===== src/rtl/stg_pkg.sv =====
// ----------------------------------------------------------------------------
// stg_pkg
// Shared types, register indexes, defaults and the quarter-wave sine
// function used to load the sine table of the tone burst generator.
// ----------------------------------------------------------------------------
package stg_pkg;

  localparam int TABLE_ADDR_BITS_DEF = 10;
  localparam int SAMPLE_BITS_DEF     = 16;
  localparam int COUNT_BITS_DEF      = 24;
  localparam int PHASE_BITS_DEF      = 32;

  localparam int CFG_INDEX_BITS = 3;
  localparam int CFG_DATA_BITS  = 32;
  localparam int TOTAL_BITS     = 32;
  localparam int AMP_BITS       = 16;
  localparam int OFFSET_BITS    = 16;

  typedef enum logic [CFG_INDEX_BITS-1:0] {
    REG_BURST_MODE    = 3'd0,
    REG_PHASE_STEP    = 3'd1,
    REG_AMPLITUDE     = 3'd2,
    REG_DC_OFFSET     = 3'd3,
    REG_OFF_SAMPLES   = 3'd4,
    REG_ON_SAMPLES    = 3'd5,
    REG_TOTAL_SAMPLES = 3'd6
  } cfg_reg_t;

  typedef struct packed {
    logic on;
    logic act;
  } ctl_t;

  typedef struct packed {
    logic saturated;
    logic active;
    logic burst_on;
  } flags_t;

  // Quarter-wave sine entry in Q(sbits-1), evaluated at elaboration only.
  function automatic longint quarter_sine(input int q, input int abits, input int sbits);
    longint unsigned x;
    longint unsigned x2;
    longint unsigned term;
    longint sum;
    longint smax;
    longint v;
    x    = (longint'(q) * 64'd1686629713) >> (abits - 2);
    x2   = (x * x) >> 30;
    term = x;
    sum  = longint'(x);
    term = ((term * x2) >> 30) / 6;
    sum  = sum - longint'(term);
    term = ((term * x2) >> 30) / 20;
    sum  = sum + longint'(term);
    term = ((term * x2) >> 30) / 42;
    sum  = sum - longint'(term);
    term = ((term * x2) >> 30) / 72;
    sum  = sum + longint'(term);
    term = ((term * x2) >> 30) / 110;
    sum  = sum - longint'(term);
    term = ((term * x2) >> 30) / 156;
    sum  = sum + longint'(term);
    if (sum < 0) begin
      sum = 0;
    end
    smax = (longint'(1) << (sbits - 1)) - 1;
    v = (sum * smax + (longint'(1) << 29)) >>> 30;
    if (v > smax) begin
      v = smax;
    end
    return v;
  endfunction

endpackage


===== src/rtl/stg_ctrl.sv =====
// ----------------------------------------------------------------------------
// stg_ctrl
// Phase accumulator, burst sequencer and sample counter. Issues the sine
// table read for each accepted tick.
// ----------------------------------------------------------------------------
module stg_ctrl
  import stg_pkg::*;
#(
  parameter int TABLE_ADDR_BITS = TABLE_ADDR_BITS_DEF,
  parameter int COUNT_BITS      = COUNT_BITS_DEF,
  parameter int PHASE_BITS      = PHASE_BITS_DEF
) (
  input  logic                       clk,
  input  logic                       rst,
  input  logic                       accept,
  input  logic                       restart,
  input  logic                       burst_mode,
  input  logic [PHASE_BITS-1:0]      phase_step,
  input  logic [COUNT_BITS-1:0]      off_samples,
  input  logic [COUNT_BITS-1:0]      on_samples,
  input  logic [TOTAL_BITS-1:0]      total_samples,
  output logic [TABLE_ADDR_BITS-1:0] rd_addr,
  output ctl_t                       ctl
);

  logic [PHASE_BITS-1:0] phase_acc, phase_acc_next;
  logic [COUNT_BITS-1:0] burst_count, burst_count_next;
  logic                  in_on_part, in_on_part_next;
  logic [TOTAL_BITS-1:0] sample_count, sample_count_next;

  always_comb begin
    logic [PHASE_BITS-1:0] pa;
    logic [COUNT_BITS-1:0] bc;
    logic                  ion;
    logic [TOTAL_BITS-1:0] sc;
    pa  = restart ? '0 : phase_acc;
    bc  = restart ? '0 : burst_count;
    ion = restart ? 1'b0 : in_on_part;
    sc  = restart ? '0 : sample_count;
    ctl.on  = 1'b0;
    ctl.act = 1'b0;
    phase_acc_next    = pa;
    burst_count_next  = bc;
    in_on_part_next   = ion;
    sample_count_next = sc;
    rd_addr = pa[PHASE_BITS-1 -: TABLE_ADDR_BITS];
    if (sc < total_samples) begin
      ctl.act = 1'b1;
      sample_count_next = sc + 1'b1;
      if (!burst_mode) begin
        ctl.on = 1'b1;
        phase_acc_next = pa + phase_step;
      end else begin
        if (ion && bc >= on_samples) begin
          ion = 1'b0;
          bc  = '0;
        end
        if (!ion && bc >= off_samples) begin
          ion = 1'b1;
          bc  = '0;
          pa  = '0;
        end
        rd_addr = pa[PHASE_BITS-1 -: TABLE_ADDR_BITS];
        phase_acc_next = pa;
        if (ion && bc >= on_samples) begin
          in_on_part_next  = 1'b0;
          burst_count_next = '0;
        end else if (ion) begin
          ctl.on = 1'b1;
          in_on_part_next  = 1'b1;
          burst_count_next = bc + 1'b1;
          phase_acc_next   = pa + phase_step;
        end else begin
          in_on_part_next  = 1'b0;
          burst_count_next = bc + 1'b1;
        end
      end
    end
  end

  always_ff @(posedge clk) begin
    if (rst) begin
      phase_acc    <= '0;
      burst_count  <= '0;
      in_on_part   <= 1'b0;
      sample_count <= '0;
    end else if (accept) begin
      phase_acc    <= phase_acc_next;
      burst_count  <= burst_count_next;
      in_on_part   <= in_on_part_next;
      sample_count <= sample_count_next;
    end
  end

endmodule


===== config.mk =====
export PLATFORM = sky130hd
export DESIGN_NAME = stg_ctrl
export DESIGN_NICKNAME = d
export VERILOG_FILES = /design/src/rtl/stg_pkg.sv /design/src/rtl/stg_ctrl.sv
export SDC_FILE = /design/constraint.sdc
export NUM_CORES = 1
export LEC_CHECK = 0
export BUFFER_PORTS_ARGS = -buffer_cell sky130_fd_sc_hd__buf_2
export CORE_MARGIN = 8
export CORE_UTILIZATION = 35
export CTS_CLUSTER_DIAMETER = 40
export CTS_CLUSTER_SIZE = 30
export DETAILED_ROUTE_END_ITERATION = 7
export GPL_TIMING_DRIVEN = 1
export PLACE_DENSITY = 0.61
export SYNTH_ARGS = -nofsm -noshare
export SYNTH_HDL_FRONTEND = slang
export SYNTH_SLANG_ARGS = --single-unit

===== constraint.sdc =====
create_clock -name clk -period 14.89 [get_ports clk]
set_clock_uncertainty 0.1 [all_clocks]
set_input_delay 0.7445 -clock clk [delete_from_list [all_inputs] [get_ports clk]]
set_output_delay 0.7445 -clock clk [all_outputs]
set_load 0.1 [all_outputs]

# After elaboration in Yosys (flattened, before gate mapping)

Index checks and enable logic that the tools add are counted.

Register bits: 89
Latch bits: 0
Bits in writable memories: 0
ROM bits: 0
Input port bits: 117
Output and inout port bits: 12
Logic and storage cells: 51
Memories kept: 0

Add/sub/neg operators: 4
Multiply operators: 0
Divide/modulo/power cells: 0
$lt $le $gt $ge: 4
Equality and inequality tests: 0
Shift-type cells: 0
Mux-type cells: 35
Bitwise logic cells: 0
Reductions and logical operators: 4

Operator list:

| cell                  | number |
|---|---|
| $mux 32               | 10 |
| $mux 24               | 10 |
| $ge 24x24->1          | 3 |
| $add 32x32->32        | 2 |
| $add 32x1->32 const B | 1 |
| $lt 32x32->1          | 1 |
| $add 24x1->24 const B | 1 |
| $mux 10               | 2 |
| $mux 1                | 12 |
| $logic_and 1x1->1     | 3 |
| $mux 2                | 1 |
| $logic_not 1->1       | 1 |

# Depth between registers and ports, before layout

Gate-level depths: netlist of the first run.

Depth after elaboration: 16
Gate-level depth with buffers: 38
Gate-level depth less buffers: 32

# Worst setup path after synthesis of the first run

No wires, ideal clock.

Path type: input to output
From: in restart
To: out ctl[1] in the netlist's numbering
Arrival time: 7.656 ns
Required time: 14.045 ns
Path slack: 6.389 ns
Cell stages on the path: 31
Path buffers: 7
Cells stage by stage: buf_6 clkinv_1 clkbuf_1 buf_1 clkbuf_1 nand2_1 inv_1 ha_1 nand2_1 nor4_1 a21oi_1 nor2_1 clkbuf_1 nor2_1 ha_1 a2111oi_0 o41ai_1 a211oi_1 o31a_2 a21oi_2 buf_2 buf_1 nor2_1 ha_1 or4_1 o21ai_0 a21oi_1 o22ai_1 o21ai_1 nand2_1 and2_1

RTL lines:

| element         | RTL line       | text |
|---|---|---|
| start, declared | stg_ctrl.sv:16 | `input logic restart,` |
| end, declared   | stg_ctrl.sv:23 | `output ctl_t ctl` |

==> impl_metrics.py, run 1 <==
metrics = {
    "worst_setup_path": {
        "r2r_end": "phase_acc[26]$_SDFFE_PP0P_",
        "rr_worst_depth": 27,
        "crit_start": "restart",
        "cp_slowest_cell": "a21oi_2",
        "cpPeakStageDelay_ns": 0.97,
        "crit_type": "in -> out",
        "endpoint": "ctl[1]",
        "end_kind": "output pin",
        "r2r-start": "burst_count[17]$_SDFFE_PP0P_",
        "crit_arrival_ns": 9.35,
        "cpMostUsedCell": "ha_1",
        "cp_max_fo": 36,
        "ff2ff_setup_slack_ns": 6.33,
        "startpoint_type": "primary input",
        "cp.required_ns": 14.05,
    },
    "grt": {
        "grt_pass1_vias": 11200,
        "use_met1_pct": 23.9,
        "use_met3_pct": 2.94,
        "grt_max_degree": 63,
        "grt_usage_pct": 18.0,
        "top_usage_layer": "met2",
        "grt_pass1_wl_mm": 57.2,
        "overflow": 0,
        "met2_usage_pct": 29.4,
        "antenna_found_initial": 1,
    },
    "detailed_routing": {
        "drt_iter0_drc": 883,
        "wl_per_cell_um": 17.0,
        "drc_errors": 0,
        "viasPerCell": 5.55,
        "ant_nets": 0,
        "wl_mm": 35.4,
        "num_vias": 11500,
        "dr.pass1.iters": 7,
    },
    "min_path": {
        "hp-class": "reg -> reg",
        "holdCritStartpoint": "phase_acc[23]$_SDFFE_PP0P_",
    },
    "floorplan": {
        "fp.dieH_um": 195,
        "core_um2": 31600,
        "std_cell_rows": 65,
        "initial_core_util_pct": 35.6,
        "die-area_um2": 38200,
        "io_pins": 129,
        "die_x_um": 195,
    },
    "yosys": {
        "yosysUniqueCellTypes": 88,
        "synth_flop_cell": "dfxtp_1",
        "synth_nets": 1862,
        "synthCells": 1576,
        "synth_adder_area_share_pct": 18.9,
        "async_flop_share_pct": 0,
        "synth-seq-area-share_pct": 15.8,
        "synthXorXnorAreaFrac_pct": 6.37,
        "synth_top_family_by_area": "simple AND/OR/NAND/NOR gates",
        "synth_edf_count": 0,
        "yosysWarnings": 0,
        "synth-simple-area-share_pct": 26.3,
        "synth_area_um2": 11300,
        "synthMuxAreaShare_pct": 1.03,
        "synth_compound_area_share_pct": 24.8,
        "synth.avg_cell_area_um2": 7.15,
        "ys_ff_latch": 89,
    },
    "clocking": {
        "cts_hold_buf": 0,
        "numCtsBuffers": 9,
        "cts_root_buf": "clkbuf_16",
        "clock-sinks": 89,
        "cts_tree": "built",
        "cts.path.max_buffers": 2,
        "cts.repair.resized": 0,
        "clkSlewWorstSetupHoldPaths_ns": 0.06,
        "cts_setup_buffers": 0,
        "clock_latency_ns": 0.35,
        "cts-htree-levels": 3,
    },
    "sta": {
        "slew_violations": 0,
        "period_minus_slack_ns": 10.20,
        "setup_viol": 0,
        "fin_setup_tns_ns": 0,
        "hold_viol_final": 0,
        "rsz0062_at_grt": "no",
        "slew_headroom_pct": 13.4,
        "fmax_ghz": 0.0981,
        "worst_pin_slew_ns": 1.30,
        "post-route-period-util_pct": 68.5,
    },
    "placement": {
        "placed_area_um2": 12300,
        "portBuffers": 128,
        "hpwl_mm": 27.7,
        "place_congestion": 0.915,
    },
    "status": {
        "status": "complete, no violations",
    },
    "final_layout": {
        "nets": 1961,
        "fin_area_um2": 12600,
        "area_growth_pct": 11.7,
        "drive_gt1_share_pct": 11.1,
        "diodes": 0,
    },
    "power_and_ir_drop": {
        "netSwitchingFraction_pct": 32.3,
        "seqPwrFrac_pct": 36.4,
        "ir_worst_vdd_mv": 0.0506,
        "power_uw": 683,
        "power.density_nw_per_um2": 54.2,
        "p_int_uw": 462,
        "p_comb_share_pct": 28.2,
        "p_clk_share_pct": 35.4,
        "power_leakage_nw": 6.31,
        "p_switching_uw": 221,
    },
    "run": {
        "drv_cap": 0,
    },
}
cells in the mapped netlist, types with 8 or more instances:
cell type / number / area, um^2
inv_1: 143 / 537
nand4_1: 24 / 150
a211o_1: 8 / 70.1
dfxtp_1: 89 / 1780
clkbuf_1: 37 / 139
a21oi_1: 117 / 586
nand2b_1: 17 / 106
nor3_1: 28 / 140
nand2_1: 153 / 574
nor2_1: 190 / 713
o21bai_1: 9 / 67.6
nor2b_1: 66 / 413
o31ai_1: 10 / 75.1
a211oi_1: 20 / 150
buf_2: 9 / 45.0
nand3_1: 32 / 160
and2_1: 20 / 125
a21o_1: 36 / 270
a221oi_1: 9 / 78.8
ha_1: 167 / 2090
o21a_1: 15 / 113
xnor2_1: 54 / 473
a22oi_1: 16 / 120
o21ai_1: 17 / 85.1
a31oi_1: 16 / 100
xor2_1: 28 / 245
o21ai_0: 75 / 375
and3_1: 18 / 113
metrics by stage:
step | hold slack, ns | util, % | setup slack, ns | cells
global route | 0.379 | 39.8 | 3.96 | 2080
detailed placement | 0.342 | 38.9 | 4.72 | 2066
finish | 0.351 | 39.8 | 4.69 | 2080
floorplan | 0.317 | - | 6.39 | 1576
CTS | 0.357 | 39.8 | 4.75 | 2080
global placement | 0.333 | 38.9 | 4.95 | 2066
layout make-up:
type	count	area, um^2
clock buffers	10	229
clock inverters	4	70.1
fillers	3335	19000
inverters	147	552
multi-input cells	1289	8730
flip-flops and latches	89	1780
well taps	402	503
repair buffers	139	723
flip-flops by register name (all words and copies together) (netlist names):
| register | flops |
|---|---|
| in_on_part | 1 |
| sample_count | 32 |
| phase_acc | 32 |
| burst_count | 24 |
cell usage in the layout, fill, tap and decap left out, types with 7 or more instances in the layout:
master     instances
a211o_1            8
a211oi_1          20
a21o_1            36
a21oi_1          117
a221oi_1           9
a22oi_1           16
a31oi_1           16
a32o_1             7
and2_1            20
and3_1            18
and4_1             7
buf_2            128
buf_4             11
clkbuf_16          9
dfxtp_1           89
ha_1             167
inv_1            143
nand2_1          153
nand2b_1          17
nand3_1           32
nand4_1           24
nor2_1           189
nor2b_1           66
nor3_1            28
o2111ai_1          7
o21a_1            15
o21ai_0           75
o21ai_1           16
o21bai_1           9
o31ai_1           10
or3_1              7
xnor2_1           54
xor2_1            28
worst max-delay path: cells and delay by family:
family | cells | cell delay (ns)
simple gates | 10 | 2.79
fa+ha+maj | 3 | 0.66
buf+inv | 6 | 1.96
compound gates | 10 | 3.16
kinds of logic after synthesis:
group / after synthesis
buf+inv: 198
xor+xnor: 82
compound gates: 423
fa+ha+maj: 169
simple gates: 604
flops: 89
mux: 11
per-layer routing:
metal	up-vias	share of wire, %
met5	-	0.037
met4	2	2.3
met3	49	6.8
met2	358	44
met1	5326	47
li1	5807	-
worst min-delay path by stage:
stage | slack (ns) | end | depth (start not counted)
2_1_floorplan | 0.32 | phase_acc[16]$_SDFFE_PP0P_ | 2
3_3_place_gp | 0.33 | phase_acc[16]$_SDFFE_PP0P_ | 2
3_5_place_dp | 0.34 | phase_acc[23]$_SDFFE_PP0P_ | 2
4_1_cts | 0.36 | phase_acc[23]$_SDFFE_PP0P_ | 2
5_1_grt | 0.38 | burst_count[21]$_SDFFE_PP0P_ | 2
6_report | 0.35 | phase_acc[23]$_SDFFE_PP0P_ | 2
power groups by stage:
stage	Clock [mW]	Sequential, mW	Combinational (mW)
CTS	0.247	0.248	0.192
global route	0.256	0.249	0.214
floorplan	0	0.253	0.134
detailed placement	0	0.254	0.190
global placement	0	0.254	0.188
finish	0.242	0.248	0.192
Power figures use the tool's default switching activity.
==> inputs of run 2 (changes only) <==
==> constraint.sdc (replaced) <==
create_clock -name clk -period 10.7 [get_ports clk]
set_clock_uncertainty 0.1 [all_clocks]
set_input_delay 0.535 -clock clk [delete_from_list [all_inputs] [get_ports clk]]
set_output_delay 0.535 -clock clk [all_outputs]
set_load 0.1 [all_outputs]
==> run 2 against run 1 <==
Non-clock buffer count rose by 1. Clock power rose by 27%. Global-route usage barely moved. Critical path depth rose by 1. Sequential power rose by 40%. Register-to-register slack got worse by 3.6 ns. Largest cell class unchanged. Highest routed layer is now met4.
==> impl_metrics.py, run 2 (synthesis results as in run 1) <==
metrics = {
    "placement": {
        "hpwl_mm": 28.0,
        "portBuffers": 128,
        "place_congestion": 0.936,
    },
    "worst_setup_path": {
        "end_kind": "output pin",
        "cp.required_ns": 10.07,
        "cpMostUsedCell": "ha_1",
        "path_delay_family": "simple AND/OR/NAND/NOR gates",
        "crit_type": "in -> out",
        "cp_slowest_cell": "nor4_1",
        "path_buf_inv": 7,
        "crit_arrival_ns": 8.19,
        "cpPeakStageDelay_ns": 0.62,
        "startpoint_type": "primary input",
        "cp_max_fo": 29,
    },
    "sta": {
        "rsz0062_at_grt": "no",
        "fmax_ghz": 0.113,
        "hold_slack_ns": 0.352,
        "period_minus_slack_ns": 8.82,
        "fin_setup_tns_ns": 0,
        "slew_headroom_pct": 28.3,
        "slew_violations": 0,
        "worst_pin_slew_ns": 1.07,
        "setup_viol": 0,
        "hold_viol_final": 0,
        "post-route-period-util_pct": 82.5,
    },
    "clocking": {
        "numCtsBuffers": 9,
        "cts.path.max_buffers": 2,
        "cts_hold_buf": 0,
        "clock-sinks": 89,
        "cts.repair.resized": 0,
        "cts_setup_buffers": 0,
        "clkSlewWorstSetupHoldPaths_ns": 0.07,
        "cts_root_buf": "clkbuf_16",
        "clock_latency_ns": 0.35,
        "cts_tree": "built",
        "cts-htree-levels": 3,
    },
    "grt": {
        "grt_max_degree": 74,
        "antenna_found_initial": 0,
        "grt_pass1_wl_mm": 57.2,
        "grt_usage_pct": 18.1,
        "grt_pass1_vias": 11100,
        "overflow": 0,
    },
    "final_layout": {
        "drive_gt1_share_pct": 11.4,
        "nets": 1962,
        "finalCoreUtilization_pct": 39.8,
        "top_regs": "phase_acc: 32 flops, sample_count: 32 flops, burst_count: 24 flops",
        "area_growth_pct": 11.8,
        "final_common_cell": "nor2_1",
        "final_cell_mix": "189 x nor2_1, 167 x ha_1, 153 x nand2_1",
    },
    "detailed_routing": {
        "wl_per_cell_um": 17.2,
        "drt_iter0_drc": 771,
        "ant_nets": 0,
        "dr.pass1.iters": 7,
        "viasPerCell": 5.56,
        "wl_mm": 35.7,
        "num_vias": 11600,
        "drc_errors": 0,
    },
    "floorplan": {
        "fp.dieH_um": 195,
        "die_x_um": 195,
        "initial_core_util_pct": 35.6,
        "die-area_um2": 38200,
        "core_um2": 31600,
        "std_cell_rows": 65,
        "io_pins": 129,
    },
    "status": {
        "status": "complete, no violations",
    },
    "power_and_ir_drop": {
        "power.density_nw_per_um2": 73.4,
        "ir_worst_vdd_mv": 0.0565,
        "power_leakage_nw": 6.31,
    },
    "run": {
        "drv_cap": 0,
    },
    "min_path": {
        "hp-class": "reg -> reg",
    },
}
==> run 2: changes by cell type in the layout (fill, tap and decap cells not counted), sizes merged <==
cell      before  now
bufinv         2    0
buf          139  140
clkinvlp       0    1
clkinv         5    8
diode          0    1
==> run 2: metal layers <==
layer,wire [um],track usage (%),up-vias
met3,2140,2.27,47
met2,15800,29.3,359
met5,0,0,-
met1,17100,24.5,5383
met4,739,5.78,0
li1,-,-,5800
==> run 2: worst paths after layout <==
path | slack [ns] | end | start | cells after the start
setup / recovery | 1.88 | ctl[1] | restart | 30
hold / removal | 0.35 | phase_acc[16]$_SDFFE_PP0P_ | phase_acc[16]$_SDFFE_PP0P_ | 2
setup reg to reg | 2.72 | phase_acc[26]$_SDFFE_PP0P_ | burst_count[19]$_SDFFE_PP0P_ | 28
hold reg to reg | 0.35 | phase_acc[16]$_SDFFE_PP0P_ | phase_acc[16]$_SDFFE_PP0P_ | 2
==> run 2: tightest hold or removal path, cell delays in order, from the launching register on <==
cell	delay [ns]
dfxtp_1	0.32
nand2_1	0.04
o21ai_0	0.06
==> run 2: area by class of cell <==
type	instances	area, um^2
well taps	402	503
repair buffers	140	746
multi-input cells	1289	8730
fillers	3400	19000
clock inverters	6	43.8
flip-flops and latches	89	1780
diodes	1	2.50
inverters	147	552
clock buffers	10	239
==> run 2: power by group <==
group          internal (mW)  total [mW]  switching (mW)
clock network          0.164       0.308           0.144
logic                  0.102       0.270           0.168
registers              0.340       0.346         0.00548
total                  0.607       0.924           0.318
==> run 2: stage by stage <==
step,instance area (um^2),cells,setup WS [ns],power [mW]
2_1_floorplan,11300,1576,2.62,0.539
3_3_place_gp,12300,2067,1.69,0.616
3_5_place_dp,12300,2067,1.50,0.620
4_1_cts,12600,2083,1.79,0.931
5_1_grt,12600,2083,1.12,0.975
6_report,12600,2084,1.88,0.924
==> inputs of run 3 (changes only) <==
==> constraint.sdc (replaced) <==
create_clock -name clk -period 8.84 [get_ports clk]
set_clock_uncertainty 0.1 [all_clocks]
set_input_delay 0.442 -clock clk [delete_from_list [all_inputs] [get_ports clk]]
set_output_delay 0.442 -clock clk [all_outputs]
set_load 0.1 [all_outputs]
==> run 3 against run 2 <==
Die area is the same. Sequential share of layout area shrank 0.056 points. Critical path depth grew 1. Final cell count grew 0.19%. Worst hold slack gained 0.0027 ns. Sequential power grew 21%. Critical endpoint unchanged. Largest cell class unchanged. Largest power group unchanged. Highest routed layer unchanged.
==> impl_metrics.py, run 3 (synthesis results as in run 1) <==
metrics = {
    "sta": {
        "hold_viol_final": 0,
        "worst_pin_slew_ns": 0.932,
        "hold_slack_ns": 0.355,
        "period_minus_slack_ns": 8.44,
        "slew_violations": 0,
        "post-route-period-util_pct": 95.5,
        "setup_viol": 0,
        "fmax_ghz": 0.119,
        "fin_setup_tns_ns": 0,
        "slew_headroom_pct": 37.9,
        "rsz0062_at_grt": "no",
    },
    "grt": {
        "grt_max_degree": 63,
        "grt_pass1_wl_mm": 56.4,
        "grt_usage_pct": 17.8,
        "overflow": 0,
        "antenna_found_initial": 1,
        "grt_pass1_vias": 11000,
    },
    "worst_setup_path": {
        "startpoint_type": "primary input",
        "end_kind": "output pin",
        "crit_type": "in -> out",
        "cpPeakStageDelay_ns": 0.53,
        "cp_slowest_cell": "o22ai_1",
        "cp.required_ns": 8.30,
        "cp_max_fo": 29,
        "crit_arrival_ns": 7.90,
        "cpMostUsedCell": "a21oi_1",
    },
    "placement": {
        "portBuffers": 128,
        "hpwl_mm": 27.9,
        "place_congestion": 0.921,
    },
    "clocking": {
        "clock-sinks": 89,
        "cts-htree-levels": 3,
        "cts_root_buf": "clkbuf_16",
        "cts.path.max_buffers": 2,
        "cts.repair.resized": 0,
        "numCtsBuffers": 9,
        "cts_setup_buffers": 0,
        "cts_tree": "built",
        "clock_latency_ns": 0.35,
        "cts_hold_buf": 0,
        "clkSlewWorstSetupHoldPaths_ns": 0.07,
    },
    "power_and_ir_drop": {
        "seqPwrFrac_pct": 36.7,
        "power.density_nw_per_um2": 90.2,
        "p_clk_share_pct": 34.6,
        "netSwitchingFraction_pct": 33.9,
        "ir_worst_vdd_mv": 0.0811,
        "p_comb_share_pct": 28.7,
        "p_switching_uw": 386,
        "power_leakage_nw": 6.34,
        "power_mw": 1.14,
        "p_int_uw": 754,
    },
    "final_layout": {
        "nets": 1967,
        "finalCoreUtilization_pct": 40.0,
        "top_regs": "phase_acc: 32 flops, sample_count: 32 flops, burst_count: 24 flops",
        "final_cell_mix": "188 x nor2_1, 167 x ha_1, 153 x nand2_1",
        "drive_gt1_share_pct": 11.6,
        "area_growth_pct": 12.2,
        "final_common_cell": "nor2_1",
    },
    "floorplan": {
        "io_pins": 129,
        "initial_core_util_pct": 35.6,
        "fp.dieH_um": 195,
        "die_x_um": 195,
        "die-area_um2": 38200,
        "std_cell_rows": 65,
        "core_um2": 31600,
    },
    "min_path": {
        "hp-class": "reg -> reg",
    },
    "detailed_routing": {
        "dr.pass1.iters": 6,
        "wl_mm": 35.5,
        "drc_errors": 0,
        "viasPerCell": 5.53,
        "wl_per_cell_um": 17.0,
        "drt_iter0_drc": 808,
        "num_vias": 11600,
        "ant_nets": 0,
    },
    "run": {
        "drv_cap": 0,
    },
    "status": {
        "status": "complete, no violations",
    },
}
[run 3: power by group through the flow]
stage / Combinational, mW / Sequential, mW / Clock [mW]
after global routing: 0.361 / 0.420 / 0.417
after global placement: 0.318 / 0.427 / 0
after floorplan: 0.227 / 0.425 / 0
after CTS: 0.325 / 0.418 / 0.403
after detailed placement: 0.322 / 0.427 / 0
final: 0.327 / 0.418 / 0.395
[run 3: cell type report]
type | count | area [um^2]
fill | 3338 | 19000
multi-input combinational | 1289 | 8740
sequential | 89 | 1780
timing repair buffer | 145 | 783
inverter | 147 | 552
tap | 402 | 503
clock buffer | 9 | 225
clock inverter | 6 | 67.6
antenna | 1 | 2.50
[run 3: per-layer routing]
| layer | track usage (%) | share of wire [%] | wire [um] |
|---|---|---|---|
| met3 | 2.29 | 6.0 | 2140 |
| met5 | 0 | 0 | 0 |
| met2 | 28.7 | 44 | 15500 |
| met4 | 5.84 | 2.2 | 792 |
| met1 | 24.2 | 48 | 17000 |
[run 3: per-stage QoR]
step | cells | setup slack, ns | instance area [um^2]
2_1_floorplan | 1576 | 0.944 | 11300
3_3_place_gp | 2072 | 0.575 | 12400
3_5_place_dp | 2072 | 0.260 | 12400
4_1_cts | 2087 | 0.501 | 12600
5_1_grt | 2088 | 0.0860 | 12700
6_report | 2088 | 0.402 | 12700
[run 3: worst max-delay path, delay by kind of cell]
kind                       cells  cell delay (ns)
and+or+nand+nor                9             2.27
buffers and inverters          6             1.22
adders and majority gates      3             0.81
AOI/OAI and AO/OA             13             3.13
[run 3: path summary, 6_finish.rpt]
| path | cells after the start | slack (ns) | start | endpoint |
|---|---|---|---|---|
| hold reg to reg | 2 | 0.35 | phase_acc[16]$_SDFFE_PP0P_ | phase_acc[16]$_SDFFE_PP0P_ |
| setup / recovery | 31 | 0.40 | restart | ctl[1] |
| hold / removal | 2 | 0.35 | phase_acc[16]$_SDFFE_PP0P_ | phase_acc[16]$_SDFFE_PP0P_ |
| setup reg to reg | 30 | 1.00 | burst_count[17]$_SDFFE_PP0P_ | phase_acc[25]$_SDFFE_PP0P_ |
