$ cat src/rtl/stg_pkg.sv
// ----------------------------------------------------------------------------
// stg_pkg
// Shared types, register indexes, defaults and the quarter-wave sine
// function used to load the sine table of the tone burst generator.
// ----------------------------------------------------------------------------
package stg_pkg;

  localparam int TABLE_ADDR_BITS_DEF = 10;
  localparam int SAMPLE_BITS_DEF     = 16;
  localparam int COUNT_BITS_DEF      = 24;
  localparam int PHASE_BITS_DEF      = 32;

  localparam int CFG_INDEX_BITS = 3;
  localparam int CFG_DATA_BITS  = 32;
  localparam int TOTAL_BITS     = 32;
  localparam int AMP_BITS       = 16;
  localparam int OFFSET_BITS    = 16;

  typedef enum logic [CFG_INDEX_BITS-1:0] {
    REG_BURST_MODE    = 3'd0,
    REG_PHASE_STEP    = 3'd1,
    REG_AMPLITUDE     = 3'd2,
    REG_DC_OFFSET     = 3'd3,
    REG_OFF_SAMPLES   = 3'd4,
    REG_ON_SAMPLES    = 3'd5,
    REG_TOTAL_SAMPLES = 3'd6
  } cfg_reg_t;

  typedef struct packed {
    logic on;
    logic act;
  } ctl_t;

  typedef struct packed {
    logic saturated;
    logic active;
    logic burst_on;
  } flags_t;

  // Quarter-wave sine entry in Q(sbits-1), evaluated at elaboration only.
  function automatic longint quarter_sine(input int q, input int abits, input int sbits);
    longint unsigned x;
    longint unsigned x2;
    longint unsigned term;
    longint sum;
    longint smax;
    longint v;
    x    = (longint'(q) * 64'd1686629713) >> (abits - 2);
    x2   = (x * x) >> 30;
    term = x;
    sum  = longint'(x);
    term = ((term * x2) >> 30) / 6;
    sum  = sum - longint'(term);
    term = ((term * x2) >> 30) / 20;
    sum  = sum + longint'(term);
    term = ((term * x2) >> 30) / 42;
    sum  = sum - longint'(term);
    term = ((term * x2) >> 30) / 72;
    sum  = sum + longint'(term);
    term = ((term * x2) >> 30) / 110;
    sum  = sum - longint'(term);
    term = ((term * x2) >> 30) / 156;
    sum  = sum + longint'(term);
    if (sum < 0) begin
      sum = 0;
    end
    smax = (longint'(1) << (sbits - 1)) - 1;
    v = (sum * smax + (longint'(1) << 29)) >>> 30;
    if (v > smax) begin
      v = smax;
    end
    return v;
  endfunction

endpackage

$ cat src/rtl/stg_scale.sv
// ----------------------------------------------------------------------------
// stg_scale
// Sample pipeline: table data, amplitude product, then rounding, offset and
// saturation into the output register. All stages advance together.
// ----------------------------------------------------------------------------
module stg_scale
  import stg_pkg::*;
#(
  parameter int SAMPLE_BITS = SAMPLE_BITS_DEF
) (
  input  logic                          clk,
  input  logic                          rst,
  input  logic                          advance,
  input  logic                          accept,
  input  ctl_t                          ctl_in,
  input  logic signed [SAMPLE_BITS-1:0] rd_data,
  input  logic [AMP_BITS-1:0]           amplitude,
  input  logic signed [OFFSET_BITS-1:0] dc_offset,
  output logic                          out_valid,
  output logic [SAMPLE_BITS-1:0]        out_sample,
  output flags_t                        out_flags
);

  localparam int PW = SAMPLE_BITS + AMP_BITS + 1;
  localparam int SW = ((SAMPLE_BITS > AMP_BITS + 1) ? SAMPLE_BITS : AMP_BITS + 1) + 2;
  localparam int HW = PW + 1 - SAMPLE_BITS;
  localparam logic signed [SW-1:0] SMAX = (SW'(1) <<< (SAMPLE_BITS - 1)) - SW'(1);
  localparam logic signed [SW-1:0] SMIN = -SMAX - SW'(1);

  logic                 v1, v2;
  ctl_t                 c1, c2;
  logic signed [PW-1:0] prod;

  logic signed [PW:0]   rounded;
  logic signed [HW-1:0] shifted;
  logic signed [SW-1:0] total;
  logic                 sat;
  logic signed [SW-1:0] clipped;

  always_comb begin
    rounded = {prod[PW-1], prod} + ((PW + 1)'(1) <<< (SAMPLE_BITS - 1));
    shifted = rounded[PW -: HW];
    total   = {{(SW - HW){shifted[HW-1]}}, shifted}
            + {{(SW - OFFSET_BITS){dc_offset[OFFSET_BITS-1]}}, dc_offset};
    sat     = 1'b0;
    clipped = total;
    if (total > SMAX) begin
      clipped = SMAX;
      sat     = 1'b1;
    end else if (total < SMIN) begin
      clipped = SMIN;
      sat     = 1'b1;
    end
  end

  always_ff @(posedge clk) begin
    if (rst) begin
      v1        <= 1'b0;
      v2        <= 1'b0;
      out_valid <= 1'b0;
    end else if (advance) begin
      v1        <= accept;
      v2        <= v1;
      out_valid <= v2;
    end
  end

  always_ff @(posedge clk) begin
    if (advance) begin
      c1   <= ctl_in;
      c2   <= c1;
      prod <= $signed({1'b0, amplitude}) * rd_data;
      if (c2.on) begin
        out_sample <= clipped[SAMPLE_BITS-1:0];
      end else begin
        out_sample <= '0;
      end
      out_flags.burst_on  <= c2.on;
      out_flags.active    <= c2.act;
      out_flags.saturated <= c2.on & sat;
    end
  end

endmodule

$ cat config.mk
export PLATFORM = sky130hd
export DESIGN_NAME = stg_scale
export DESIGN_NICKNAME = d
export VERILOG_FILES = /design/src/rtl/stg_pkg.sv /design/src/rtl/stg_scale.sv
export SDC_FILE = /design/constraint.sdc
export NUM_CORES = 1
export LEC_CHECK = 0
export BUFFER_PORTS_ARGS = -buffer_cell sky130_fd_sc_hd__buf_4
export CAP_MARGIN = 20
export CELL_PAD_IN_SITES_DETAIL_PLACEMENT = 1
export CELL_PAD_IN_SITES_GLOBAL_PLACEMENT = 1
export CORE_MARGIN = 2
export CORE_UTILIZATION = 50
export CTS_CLUSTER_SIZE = 30
export DETAILED_ROUTE_END_ITERATION = 16
export PLACE_DENSITY_LB_ADDON = 0.1
export SLEW_MARGIN = 20
export SYNTH_ARGS = -nofsm -noshare
export SYNTH_HDL_FRONTEND = slang
export SYNTH_SLANG_ARGS = --single-unit
export TNS_END_PERCENT = 20
$ cat constraint.sdc
create_clock -name clk -period 7.3 [get_ports clk]
set_input_delay 0.73 -clock clk [delete_from_list [all_inputs] [get_ports clk]]
set_output_delay 0.73 -clock clk [all_outputs]
set_load 0.05 [all_outputs]
### Word-level counts from Yosys, hierarchy flattened

Index checks and enable logic that the tools add are counted.

* $add $sub $neg: 2
* $mul: 1
* order comparisons: 2
* mux-type cells: 4
* bitwise logic cells: 2
* reduce and logical (&&, ||, !) cells: 1

Operators by type and width (number)
* $add A33 B17 Y34 const B: 1
* $mul A17 B16 Y33: 1
* $add A18 B16 Y19: 1
* $gt A19 B16 Y1 const B: 1
* $lt A19 B16 Y1 const B: 1
* $mux W16: 1
* $mux W15: 1
* $mux W1: 2
* $reduce_or A2 Y1: 1
* $and A1 B1 Y1: 1
* $not A1 Y1: 1

* register bits after elaboration: 59
* input port bits: 54
* output and inout bits: 20
* logic and storage cells: 25

### Longest topological paths before layout

Gate-level depths: netlist of run 1.

* word-level depth: 6
* mapped depth: 24
* depth with buffers taken out: 23

### Worst setup path before layout of run 1

No wires, ideal clock.

* kind: input to register
* from: input port rd_data[1]
* to: register prod[26], data pin
* arrival time: 6.101 ns
* required time: 7.038 ns
* slack: 0.937 ns
* stages: 21
* cell sequence: clkbuf_1 -> nand2_1 -> fa_1 -> fa_1 -> fa_1 -> fa_1 -> inv_1 -> fa_1 -> inv_1 -> fa_1 -> inv_1 -> ha_1 -> a21oi_1 -> nor2_1 -> nor4_1 -> a21oi_2 -> a31oi_1 -> o22ai_1 -> o41ai_1 -> o21bai_1 -> xor2_1

* longest elaborated chain between the ends: 1

RTL lines
* from (decl): line stg_scale.sv:16 `input logic signed [SAMPLE_BITS-1:0] rd_data,`
* $mul A17 B16 Y33: line stg_scale.sv:72 `prod <= $signed({1'b0, amplitude}) * rd_data;`
* to (signal assigned): line stg_scale.sv:72
* to (decl): line stg_scale.sv:32 `logic signed [PW-1:0] prod;`

No other way between the ends.
A chain may end at the register's enable or synchronous reset.

### Worst setup path in the final report of run 1

* from: input port amplitude[11]
* to: register prod[26], data pin

* longest elaborated chain between the ends: 1

RTL lines
* from (decl): line stg_scale.sv:17 `input logic [AMP_BITS-1:0] amplitude,`
* $mul A17 B16 Y33: line stg_scale.sv:72

No other way between the ends.

==> results of run 1 <==
==> report_power, final <==
part	switching (W)	internal, W
registers	0.0000651	0.000576
clock network	0.000102	0.000231
logic	0.00266	0.00194
total	0.00283	0.00274
==> final cells by class <==
type	count	area, sq um	area share
Clock buffer	5	125	0.0106
Clock inverter	3	90.1	0.00761
Inverter	235	882	0.0745
Multi-Input combinational cell	835	8550	0.722
Sequential cell	44	1290	0.109
Tap cell	275	344	0.0291
Timing Repair Buffer	74	556	0.0469
==> cell families after synthesis <==
family,share of synthesized area
flip-flops,0.119
XOR/XNOR,0.0363
adder cells (fa/ha/maj),0.516
buffers and inverters,0.0943
AND/OR/NAND/NOR,0.162
AO/OA/AOI/OAI,0.0701
multiplexers,0.00276
==> layer usage <==
metal | GRT usage | share of wire | vias up
li1 | - | - | 3667
met1 | 0.330 | 0.43 | 4143
met2 | 0.457 | 0.52 | 118
met3 | 0.0199 | 0.022 | 41
met4 | 0.0631 | 0.022 | 0
met5 | 0 | 0 | -
==> worst paths after layout <==
kind / start / to / slack (ns) / cells after the start
worst min register to register: c1[0]$_DFFE_PP_ / c2[0]$_DFFE_PP_ / 0.42 / 0
worst max register to register: prod[17]$_DFFE_PP_ / out_sample[4]$_SDFFCE_PN0P_ / 2.80 / 15
worst min-delay path: c1[0]$_DFFE_PP_ / c2[0]$_DFFE_PP_ / 0.42 / 0
worst max-delay path: amplitude[11] / prod[26]$_DFFE_PP_ / 0.72 / 20
==> per-stage QoR <==
| step | cells | worst slack [ns] |
|---|---|---|
| 2_1_floorplan | 1148 | 0.937 |
| 3_3_place_gp | 1463 | 0.684 |
| 3_5_place_dp | 1463 | 0.482 |
| 4_1_cts | 1471 | 0.758 |
| 5_1_grt | 1471 | 0.486 |
| 6_report | 1471 | 0.720 |
==> synth_stat cells, drive strengths merged <==
library cell	n	area, sq um
inv	235	882
fa	194	3880
nand2	144	543
ha	138	1730
and2	119	744
edfxtp	41	1230
clkbuf	32	120
nor2	32	120
a21oi	29	149
o21ai	27	165
xnor2	27	236
xor2	18	158
nand3	11	55.1
a21o	9	67.6
nand2b	9	56.3
nand4	7	43.8
a211oi	6	45.0
nor3	6	30.0
a21boi	5	37.5
and3	5	36.3
and4	5	43.8
o31ai	5	61.3
o21bai	4	30.0
or2	4	27.5
dfxtp	3	60.1
mux2i	3	30.0
nor2b	3	26.3
o211ai	3	27.5
o21a	3	22.5
o41ai	3	63.8
or3	3	18.8
a2111oi	2	17.5
a211o	2	17.5
a31oi	2	12.5
buf	2	22.5
nor4	2	12.5
a221oi	1	8.76
a311o	1	10.0
o221a	1	11.3
o22ai	1	6.26
o311ai	1	8.76
==> flip-flops by register name, summed over array words and instances, names as in the netlist <==
name and cells:
v2 1, out_flags 3, c2 2, out_sample 16, out_valid 1, c1 2
prod 18, v1 1
==> placed cells by master (no fill, tap or decap), drive strengths merged, types with 6 or more instances in the layout <==
cell    Yosys  routed
buf         2      74
and2      119     119
nor3        6       6
a21oi      29      29
o21ai      27      27
nand4       7       7
fa        194     194
nand2b      9       9
nand2     144     144
nor2       32      32
a211oi      6       6
edfxtp     41      41
nand3      11      11
xnor2      27      27
xor2       18      18
inv       235     235
a21o        9       9
ha        138     138
==> results, run 1 <==
- The setup fix buffers added after clock tree synthesis is 0.
- The critical path contains buffers and inverters numbering 3 combined.
- The largest net degree at the start of global routing is 45.
- Clock tree synthesis inserted a total of 5 buffers.
- The buffer type at the clock tree root is sky130_fd_sc_hd__clkbuf_16.
- The number of top-level design ports is 74.
- The via count of the first global-routing pass is 8,801.
- The final antenna diode count is 0.
- The total routing usage reported by global routing is 0.253.
- On the critical path, the stage with the largest delay is an instance of sky130_fd_sc_hd__fa_1.
- In this design, the stage delay of the slowest critical-path cell is 0.58 ns.
- The tool flagged a number of max-cap violations equal to 0.
- The required arrival time at the worst endpoint is 7.34 ns.
- The count of routing violations after the opening detailed-route iteration is 310.
- The post-cts gate resize count is 0.
- Across all layers, the routed design uses 7,969 vias.
- The path category of the worst min-delay check is flip-flop to flip-flop.
- The last weighted congestion value of the routability-driven placer is 0.818.
- The core region is roughly 21,000 sq um.
- The fraction of final layout cells sized beyond drive strength 1 is 0.0861.
- The element type at the critical path end is a flip-flop.
- The cell area after layout is ~12,000 sq um.
- In the routed design, unresolved DRC markers number 0.
- The number of fill cells is roughly 2,400.
- The first global-routing pass estimated 44,700 um of wire.
- For this run, the top clock speed supported by timing is between 150 and 200 MHz.
- The setup path with the least slack is of type primary input to flip-flop.
- The buffer depth of the longest clock path is 2.
- After synthesis, the mean cell area works out to 9.47 sq um.
- Walking the worst path, the cells encountered are buf_4, and2_1, fa_1, inv_1, fa_1, fa_1, inv_1, fa_1, fa_1, fa_1, ha_1, a21o_1, a21oi_1, o21ai_0, a21o_1, a31oi_1, o22ai_1, o41ai_1, o21bai_1, xor2_1.
- Setup repair after global routing left no endpoint under its margin.
- Of all nets on the critical path, the largest fanout is 16.
- The gate family responsible for the most delay along the worst path is adder cells.
- The number of antenna violations at the first check in global routing came to 0.
- Measured on the finished design, the core utilization comes to 0.560.
- The worst setup path is launched from a primary input.
- When the netlist entered floorplanning its net count stood at approximately 1,500.
- For this design, the CTS-stage hold fixing added 0 buffers.
- The number of nets in the finished design is 1,581.
- CTS built an H-tree with a depth of 2.
- The pre-antenna-repair detailed-routing pass consisted of 5 iterations.
- After clock tree synthesis, the clock-pin slew on the worst setup and hold paths is 0.06 ns.
- The cell that appears most often on the critical path is sky130_fd_sc_hd__fa_1.
- Hold timing on the final database bottoms out at a slack of 0.419 ns.
- The post-detailed-route via-to-cell ratio is 5.42.
- The relative slew slack is 0.448.
- Summing all placed instances gives a cell area of 11,600 sq um.
- The starting utilization of the core area is 0.514.
- Across the routed clock network, the largest skew measured is 0.00549 ns.
- The arrival time of data at the critical path endpoint is 6.62 ns.
- Summed over all cells, the static leakage comes to 5.99 nW.
- The share of the yosys chip area belonging to registers is 0.119.
- The synthesis-to-layout area growth is 8.94%.
- The synthesized design contains 44 register bits.
- The total congestion overflow after global routing is 0.
- Total power for the finished layout comes to 0.00557 W.
- The setup violation total in the final timing report is 0.
- In the synthesized netlist, the number of instances is between 1,000 and 1,500.
- The slew at the pin with the worst max-slew slack is between 0.8 and 0.9 ns.
- The flow ran to the end, and the final reports show no timing, DRC or antenna violations.
- The detail route stage leaves a number of antenna-violating nets equal to 0.
- Wires add up to 27,100 um.
- The unique cell type count in the Yosys netlist is 54.
- TritonCTS built the clock tree.
- The post-route clock period utilization is 0.901.
- The TritonCTS sink count is 44.
- The number of warnings reported in the yosys synthesis log is 0.
- Setup total negative slack on the finished layout was measured at 0 ns.
- The clock latency at the later pin of the worst-skew pair is 0.29 ns.
- Input and output buffers added on the ports amount to 73.
- The HPWL after detailed placement is roughly 22,000 um.
- The cell row count is 53.
- The x dimension of the die is 151 um.
- The minimum clock period after layout is 6.58 ns.
- The number of failing hold endpoints at the final stage was 0.
- For this design the ratio of total power to cell area is between 400 and 500 nW/um^2.
- The final number of max-transition violations was 0.
- IR analysis of the VDD net gives a maximum drop of 0.383 mV.
- The floorplan die area is around 23,000 sq um.
- In the final routed layout, each cell accounts on average for 18.4 um.
- The die is 151 um tall.
- In this run the cell area of the synthesized design comes to 10,900 sq um.
Note: power is estimated with default switching activity, not from simulation.
==> run 2: changes to the inputs <==
MAX_ROUTING_LAYER = met4   (was default)
==> results, run 2 (synthesized netlist as in run 1, its figures left out) <==
- The flow ran to the end, and the final reports show no timing, DRC or antenna violations.
- The area of the core region is 21,200 sq um.
- In the detailed route, the total length drawn on met2 is 14,100 um.
- The x dimension of the die is 151 um.
- The wire length per cell after detailed routing is around 18 um.
- The end of the worst register-to-register path is out_sample[4]$_SDFFCE_PN0P_.
- The timing endpoint of the critical path is prod[26]$_DFFE_PP_.
- The share of total power in sequential cells is 0.115.
- The signal on the critical path passes through buf_4, and2_1, fa_1, inv_1, fa_1, fa_1, inv_1, fa_1, fa_1, fa_1, ha_1, a21o_1, a21oi_1, o21ai_0, a21o_1, a31oi_1, o22ai_1, o41ai_1, o21bai_1, xor2_1.
- In this run the tightest slew margin relative to its limit is 0.449.
- The first-pass GRT wire length is 44,700 um.
- The number of hold buffers added after CTS was 0.
- The top layer used by detailed routing is met4.
- After clock tree synthesis, the clock-pin slew on the worst setup and hold paths is 0.06 ns.
- The total number of H-tree levels is 2.
- The clock latency at the later pin of the worst-skew pair is 0.29 ns.
- The critical path contains buffers and inverters numbering 3 combined.
- The worst setup path is of the primary input to flip-flop kind.
- 74 I/O pins were placed.
- The tree built by TritonCTS fans out to 44 sinks.
- The via count of the first global-routing pass was a little under 9,000.
- The switching power of the nets is 0.00283 W.
- For the final routed database, the setup TNS stands at 0 ns.
- The part of the total power dissipated in the clock network is 0.060.
- The number of failing hold endpoints at the final stage is 0.
- Of the total power, the share spent switching nets is 0.508.
- Detailed routing inserted a total of 7,996 vias.
- In this run, placement finished with an instance count of about 1,500.
- The path class of the tightest hold or removal check is flip-flop to flip-flop.
- The clock tree skew after final layout is 0.00567 ns.
- The buffer type at the clock tree root is sky130_fd_sc_hd__clkbuf_16.
- The required arrival time at the worst endpoint is about 7.3 ns.
- The register with the most flip-flops in the layout has 18 of them.
- The peak clock frequency supported by timing is 152 MHz.
- The number of antenna violations at the first check in global routing is 0.
- The non-filler instance count after layout is 1,471.
- Entering global routing, the biggest net connects 45 pins.
- The total overflow left after global routing is 0.
- The max-cap check violation count is 0.
- Of the total power, combinational logic draws 0.825.
- The cell row count is between 50 and 60.
- The startpoint kind of the worst setup timing path is a primary input.
- Setup violations remaining at the end of the flow were counted as 0.
- The cell-internal power is between 0.002 and 0.003 W.
- The critical path depth is 20.
- The number of fill cells is 2,441.
- Compared with the post-synthesis result, the final layout area differs by 8.94%.
- Of all nets on the critical path, the largest fanout is 16.
- The floorplan die area is approximately 23,000 sq um.
- The setup slack of the worst register-to-register path is 2.83 ns.
- For the worst flop-to-flop path, the logic depth is 15.
- At the pin with the least slew margin, the transition time is 0.824 ns.
- The post-place setup slack is about 0.48 ns.
- Routability-driven placement finished with a final weighted congestion of 0.830.
- The final number of max-transition violations came to 0.
- Subtracting the final worst setup slack from the clock period gives around 6.6 ns.
- Setup repair after global routing left no endpoint under its margin.
- Tracing the worst setup path back leads to its startpoint at amplitude[11].
- The post-cts gate resize count is 0.
- The post-detailed-route via-to-cell ratio is ~5.4.
- Buffers inserted during clock tree synthesis total 5.
- Broken down by cell family, the worst path's largest delay share belongs to adder cells.
- The worst slack on hold paths is 0.419 ns.
- The CTS tree is yes.
- For this run, design rule violations remaining after detail routing come to 0.
- The routed metal-1 wirelength is about 12,000 um.
- For this run, the slowest stage of the critical path takes 0.57 ns.
- The worst setup path is captured at a flip-flop.
- Leaving out fill and tap cells, the most frequent cells in the layout are 235 x sky130_fd_sc_hd__inv_1, 194 x sky130_fd_sc_hd__fa_1, 143 x sky130_fd_sc_hd__nand2_1.
- Of the available clock period, the critical path in the final layout requires 0.901.
- Detailed routing placed a total of ~830 um of wire on met3.
- Input and output buffers added on the ports amount to 73.
- The number of nets in the finished design is 1,581.
- The starting utilization of the core area is 0.514.
- Across every metal layer, demand over resource in global routing totals 0.261.
- The arrival time of data at the critical path endpoint is 6.62 ns.
- The power per cell area is ~470 nW/um^2.
- The setup fix buffers added after clock tree synthesis is 0.
- The HPWL after detailed placement is 22,100 um.
- The analysis attributes to cell leakage a power of 5.99 nW.
- The number of iterations in the first detailed-routing pass is 4.
- The final antenna diode count is 0.
- The chip height is 151 um.
- The most frequent standard cell in the layout excluding fill and tap cells is sky130_fd_sc_hd__inv_1.
- The worst setup slack after layout is 0.725 ns.
- Once detail routing completed, the nets flagged for antenna violations numbered 0.
- The cell occurring most often along the worst timing path is sky130_fd_sc_hd__fa_1.
- The final wirelength is 27,100 um.
- In this run the critical register-to-register path is launched from prod[17]$_DFFE_PP_.
- Of the cells placed in the final design, the portion with a size suffix greater than 1 is 0.0861.
- The count of routing violations after the opening detailed-route iteration is 258.
- prod holds more flip-flops than any other register.
- The cell with the largest stage delay on the worst path is sky130_fd_sc_hd__fa_1.
- Across the VDD grid, the largest voltage drop is 0.382 mV.
- The largest registers in the layout are prod x18, out_sample x16, out_flags x3.
- The buffer depth of the longest clock path is 2.
-- run 2: area by class of cell --
class	instances	area, sq um	area share
multi-input cells	835	8550	0.722
clock buffers	5	125	0.0106
clock inverters	3	90.1	0.00761
inverters	235	882	0.0745
well taps	275	344	0.0291
repair buffers	74	556	0.0469
flip-flops and latches	44	1290	0.109
-- run 2: power groups by stage --
stage	sequential (W)	clock, W	combinational, W
floorplan	0.000753	0	0.00335
global placement	0.000641	0	0.00446
detailed placement	0.000645	0	0.00464
CTS	0.000641	0.000339	0.00470
global route	0.000654	0.000346	0.00527
finish	0.000641	0.000332	0.00460
-- run 2: worst min-delay path by stage --
stage / slack (ns) / start / to / cells after the start
6_report: 0.42 / c1[0]$_DFFE_PP_ / c2[0]$_DFFE_PP_ / 0
4_1_cts: 0.42 / c1[0]$_DFFE_PP_ / c2[0]$_DFFE_PP_ / 0
5_1_grt: 0.43 / c2[0]$_DFFE_PP_ / out_flags[1]$_DFFE_PP_ / 0
3_5_place_dp: 0.41 / c1[0]$_DFFE_PP_ / c2[0]$_DFFE_PP_ / 0
2_1_floorplan: 0.40 / c1[0]$_DFFE_PP_ / c2[0]$_DFFE_PP_ / 0
3_3_place_gp: 0.40 / c1[1]$_DFFE_PP_ / c2[1]$_DFFE_PP_ / 0
-- run 2: layer usage --
layer	up-vias	global-route usage
li1	3667	-
met1	4138	0.330
met2	147	0.456
met3	44	0.0199
met4	0	0.0631
met5	-	-
-- run 2: through the flow --
step           total power [W]  instance area (sq um)  utilization
2_1_floorplan          0.00411                  10900            -
3_3_place_gp           0.00510                  11600        0.550
3_5_place_dp           0.00528                  11600        0.550
4_1_cts                0.00568                  11800        0.560
5_1_grt                0.00627                  11800        0.560
6_report               0.00557                  11800        0.560
-- run 2: worst reg2reg max path: stages (launching register included) --
cell                        delay [ns]
sky130_fd_sc_hd__edfxtp_1         0.45
sky130_fd_sc_hd__and3_1           0.21
sky130_fd_sc_hd__and2_1           0.19
sky130_fd_sc_hd__and3_1           0.21
sky130_fd_sc_hd__nand2_1          0.08
sky130_fd_sc_hd__xnor2_1          0.14
sky130_fd_sc_hd__ha_1             0.33
sky130_fd_sc_hd__a2111oi_0        0.51
sky130_fd_sc_hd__nor4_1           0.14
sky130_fd_sc_hd__nand4_1          0.19
sky130_fd_sc_hd__a21boi_1         0.14
sky130_fd_sc_hd__o31ai_2          0.24
sky130_fd_sc_hd__xor2_1           0.32
sky130_fd_sc_hd__nand2_1          0.14
sky130_fd_sc_hd__o211ai_2         0.67
sky130_fd_sc_hd__o21ai_1          0.20
==> run 3: changes to the inputs <==
CORE_MARGIN = default   (was 2)
==> results, run 3 (synthesized netlist as in run 1, its figures left out) <==
- The flow ran to the end, and the final reports show no timing, DRC or antenna violations.
- The slew at the pin with the worst max-slew slack is 0.856 ns.
- Leaving out fill and tap cells, the most frequent cell in the layout is sky130_fd_sc_hd__inv_1.
- The area of the core region is 21,200 sq um.
- For the worst setup path, the data required time is around 7.4 ns.
- The post-detailed-route via-to-cell ratio is 5.35.
- Fill cells in the final layout number 2,461.
- The synthesis-to-layout area growth is 8.29%.
- The remaining antenna violation count after routing is 0.
- The maximum fanout encountered on the critical timing path is 16.
- The number of cells after detailed placement is 1,463.
- The cell occurring most often along the worst timing path is sky130_fd_sc_hd__fa_1.
- The element type at the critical path end is a flip-flop.
- The accumulated negative setup slack is 0 ns.
- The first-pass GRT wire length is 44,200 um.
- 74 I/O pins were placed.
- The critical path goes through buf_4, and2_1, fa_1, inv_1, fa_1, fa_1, fa_1, inv_1, fa_1, inv_1, fa_1, inv_1, ha_1, o21ai_0, a21oi_1, o21ai_0, a21oi_2, a21oi_1, o41ai_4, a21boi_1, nand2b_1, a221oi_1.
- The fraction of final layout cells sized beyond drive strength 1 is 0.0853.
- The floorplan has 53 rows.
- The worst hold path terminates at c2[1]$_DFFE_PP_.
- The startpoint of the worst register-to-register path is prod[17]$_DFFE_PP_.
- The via count of the first global-routing pass came to 8,629.
- Buffers placed on the I/O ports in this run total 73.
- The relative slew slack is 0.428.
- Dividing the detail-routed wire length by the instance count gives roughly 19 um.
- The starting utilization of the core area is 0.514.
- CTS placed an instance of sky130_fd_sc_hd__clkbuf_16 at the clock tree root.
- For this run, the slowest stage of the critical path takes 0.55 ns.
- The buffer depth of the longest clock path is 2.
- Hold repair after CTS inserted 0 buffers.
- After clock tree synthesis, the clock-pin slew on the worst setup and hold paths is 0.07 ns.
- The number of antenna violations at the first check in global routing is 0.
- The clock tree skew after final layout is 0.0105 ns.
- In this run, post-CTS repair resized a total of 0 instances.
- TritonCTS built the clock tree.
- Across every metal layer, demand over resource in global routing totals 0.268.
- The final number of max-transition violations is 0.
- Among all stages on the critical path, the largest delay is contributed by sky130_fd_sc_hd__fa_1.
- In this run the horizontal extent of the chip is about 150 um.
- The number of iterations in the first detailed-routing pass is 4.
- Counting flops per register, the top entry is prod.
- In the layout the commonest cells are 235 x sky130_fd_sc_hd__inv_1, 194 x sky130_fd_sc_hd__fa_1, 143 x sky130_fd_sc_hd__nand2_1.
- In this run, the number of DRC markers left after iteration 0 of detailed routing was 265.
- The die covers 22,300 sq um.
- Routability-driven placement finished with a final weighted congestion of 0.866.
- IR analysis of the VDD net gives a maximum drop of 0.324 mV.
- In this run the worst hold path is classified as flip-flop to flip-flop.
- STA classifies the critical path startpoint as a primary input.
- After the last flow step, the layout net total stands at 1,581.
- In the finished design, the share of the clock period the worst path needs comes to 0.887.
- The TritonCTS sink count is 44.
- The end of the worst register-to-register path is out_sample[1]$_SDFFCE_PN0P_.
- The peak clock frequency supported by timing is around 150 MHz.
- The routed via count is 7,866.
- The number of setup buffers added after CTS is 0.
- Entering global routing, the biggest net connects 45 pins.
- The HPWL after detailed placement is around 22,000 um.
- In this run the vertical extent of the chip is 149 um.
- In this run, CTS created clock tree buffers numbering 5.
- The critical path class is primary input to flip-flop.
- The leakage power is ~6 nW.
- The setup violation total in the final timing report is 0.
- Data on the critical path arrives at its endpoint at approximately 6.6 ns.
- The DRC violations left is 0.
- Measured in cells, the most critical reg-to-reg path has a length of 15.
- The worst hold path was traced through 0 stages.
- The final wirelength is 27,300 um.
- Excluding fillers, the count of instances in the completed layout stands at 1,471.
- The final cell utilization of the core is 0.556.
- Setup repair after global routing left no endpoint under its margin.
- In this run the number of H-tree levels came out at 2.
- The final antenna diode count is 0.
- In the final layout, the registers with the most flip-flops are prod x18, out_sample x16, out_flags x3.
- The flip-flop count of the largest register, all copies and words added is 18.
- The power per cell area is 463 nW/um^2.
- The minimum clock period after layout is 6.47 ns.
- Across the run, the number of max-cap violations was 0.
- Summed over all layers, the global routing overflow is 0.
- The clock latency at the later pin of the worst-skew pair is about 0.30 ns.
- The number of failing hold endpoints at the final stage is 0.
- In this run the register-to-register setup slack is 2.86 ns.
- The beginning of the worst hold path is c1[1]$_DFFE_PP_.
run 3: critical path: cells and delay by family:
kind	cells	cell delay (ns)
AO/OA/AOI/OAI	8	1.81
adder cells (fa/ha/maj)	7	3.27
buffers and inverters	5	0.37
AND/OR/NAND/NOR	2	0.37
run 3: cell type report:
type | count | area, sq um | area share
multi-input combinational | 835 | 8550 | 0.727
sequential | 44 | 1290 | 0.110
inverter | 235 | 882 | 0.0749
timing repair buffer | 74 | 556 | 0.0472
tap | 275 | 344 | 0.0292
clock buffer | 5 | 125 | 0.0106
clock inverter | 3 | 18.8 | 0.00159
run 3: power breakdown:
group / switching, W / internal (W)
sequential: 0.0000647 / 0.000576
combinational: 0.00264 / 0.00194
clock: 0.000101 / 0.000126
total: 0.00281 / 0.00264
run 3: worst max-delay path by stage:
stage | slack [ns] | cells past startpoint | to | start
2_1_floorplan | 0.94 | 21 | prod[26]$_DFFE_PP_ | rd_data[1]
3_3_place_gp | 0.68 | 22 | prod[26]$_DFFE_PP_ | amplitude[7]
3_5_place_dp | 0.48 | 22 | prod[30]$_DFFE_PP_ | amplitude[7]
4_1_cts | 0.76 | 22 | prod[30]$_DFFE_PP_ | amplitude[7]
5_1_grt | 0.47 | 21 | prod[26]$_DFFE_PP_ | rd_data[7]
6_report | 0.83 | 22 | prod[30]$_DFFE_PP_ | amplitude[7]
run 3: per-layer routing:
metal  part of all wire  GRT usage  vias up
li1                   -          -     3672
met1               0.43      0.343     4043
met2               0.52      0.465      115
met3              0.030     0.0223       36
met4              0.016     0.0526        0
met5                  0          -        -
run 3: stage by stage:
step	total power, W	instance area, sq um	hold slack (ns)	worst slack (ns)
2_1_floorplan	0.00411	10900	0.400	0.937
5_1_grt	0.00611	11800	0.432	0.470
6_report	0.00545	11800	0.425	0.826
3_3_place_gp	0.00512	11600	0.402	0.676
3_5_place_dp	0.00529	11600	0.409	0.476
4_1_cts	0.00557	11800	0.425	0.761
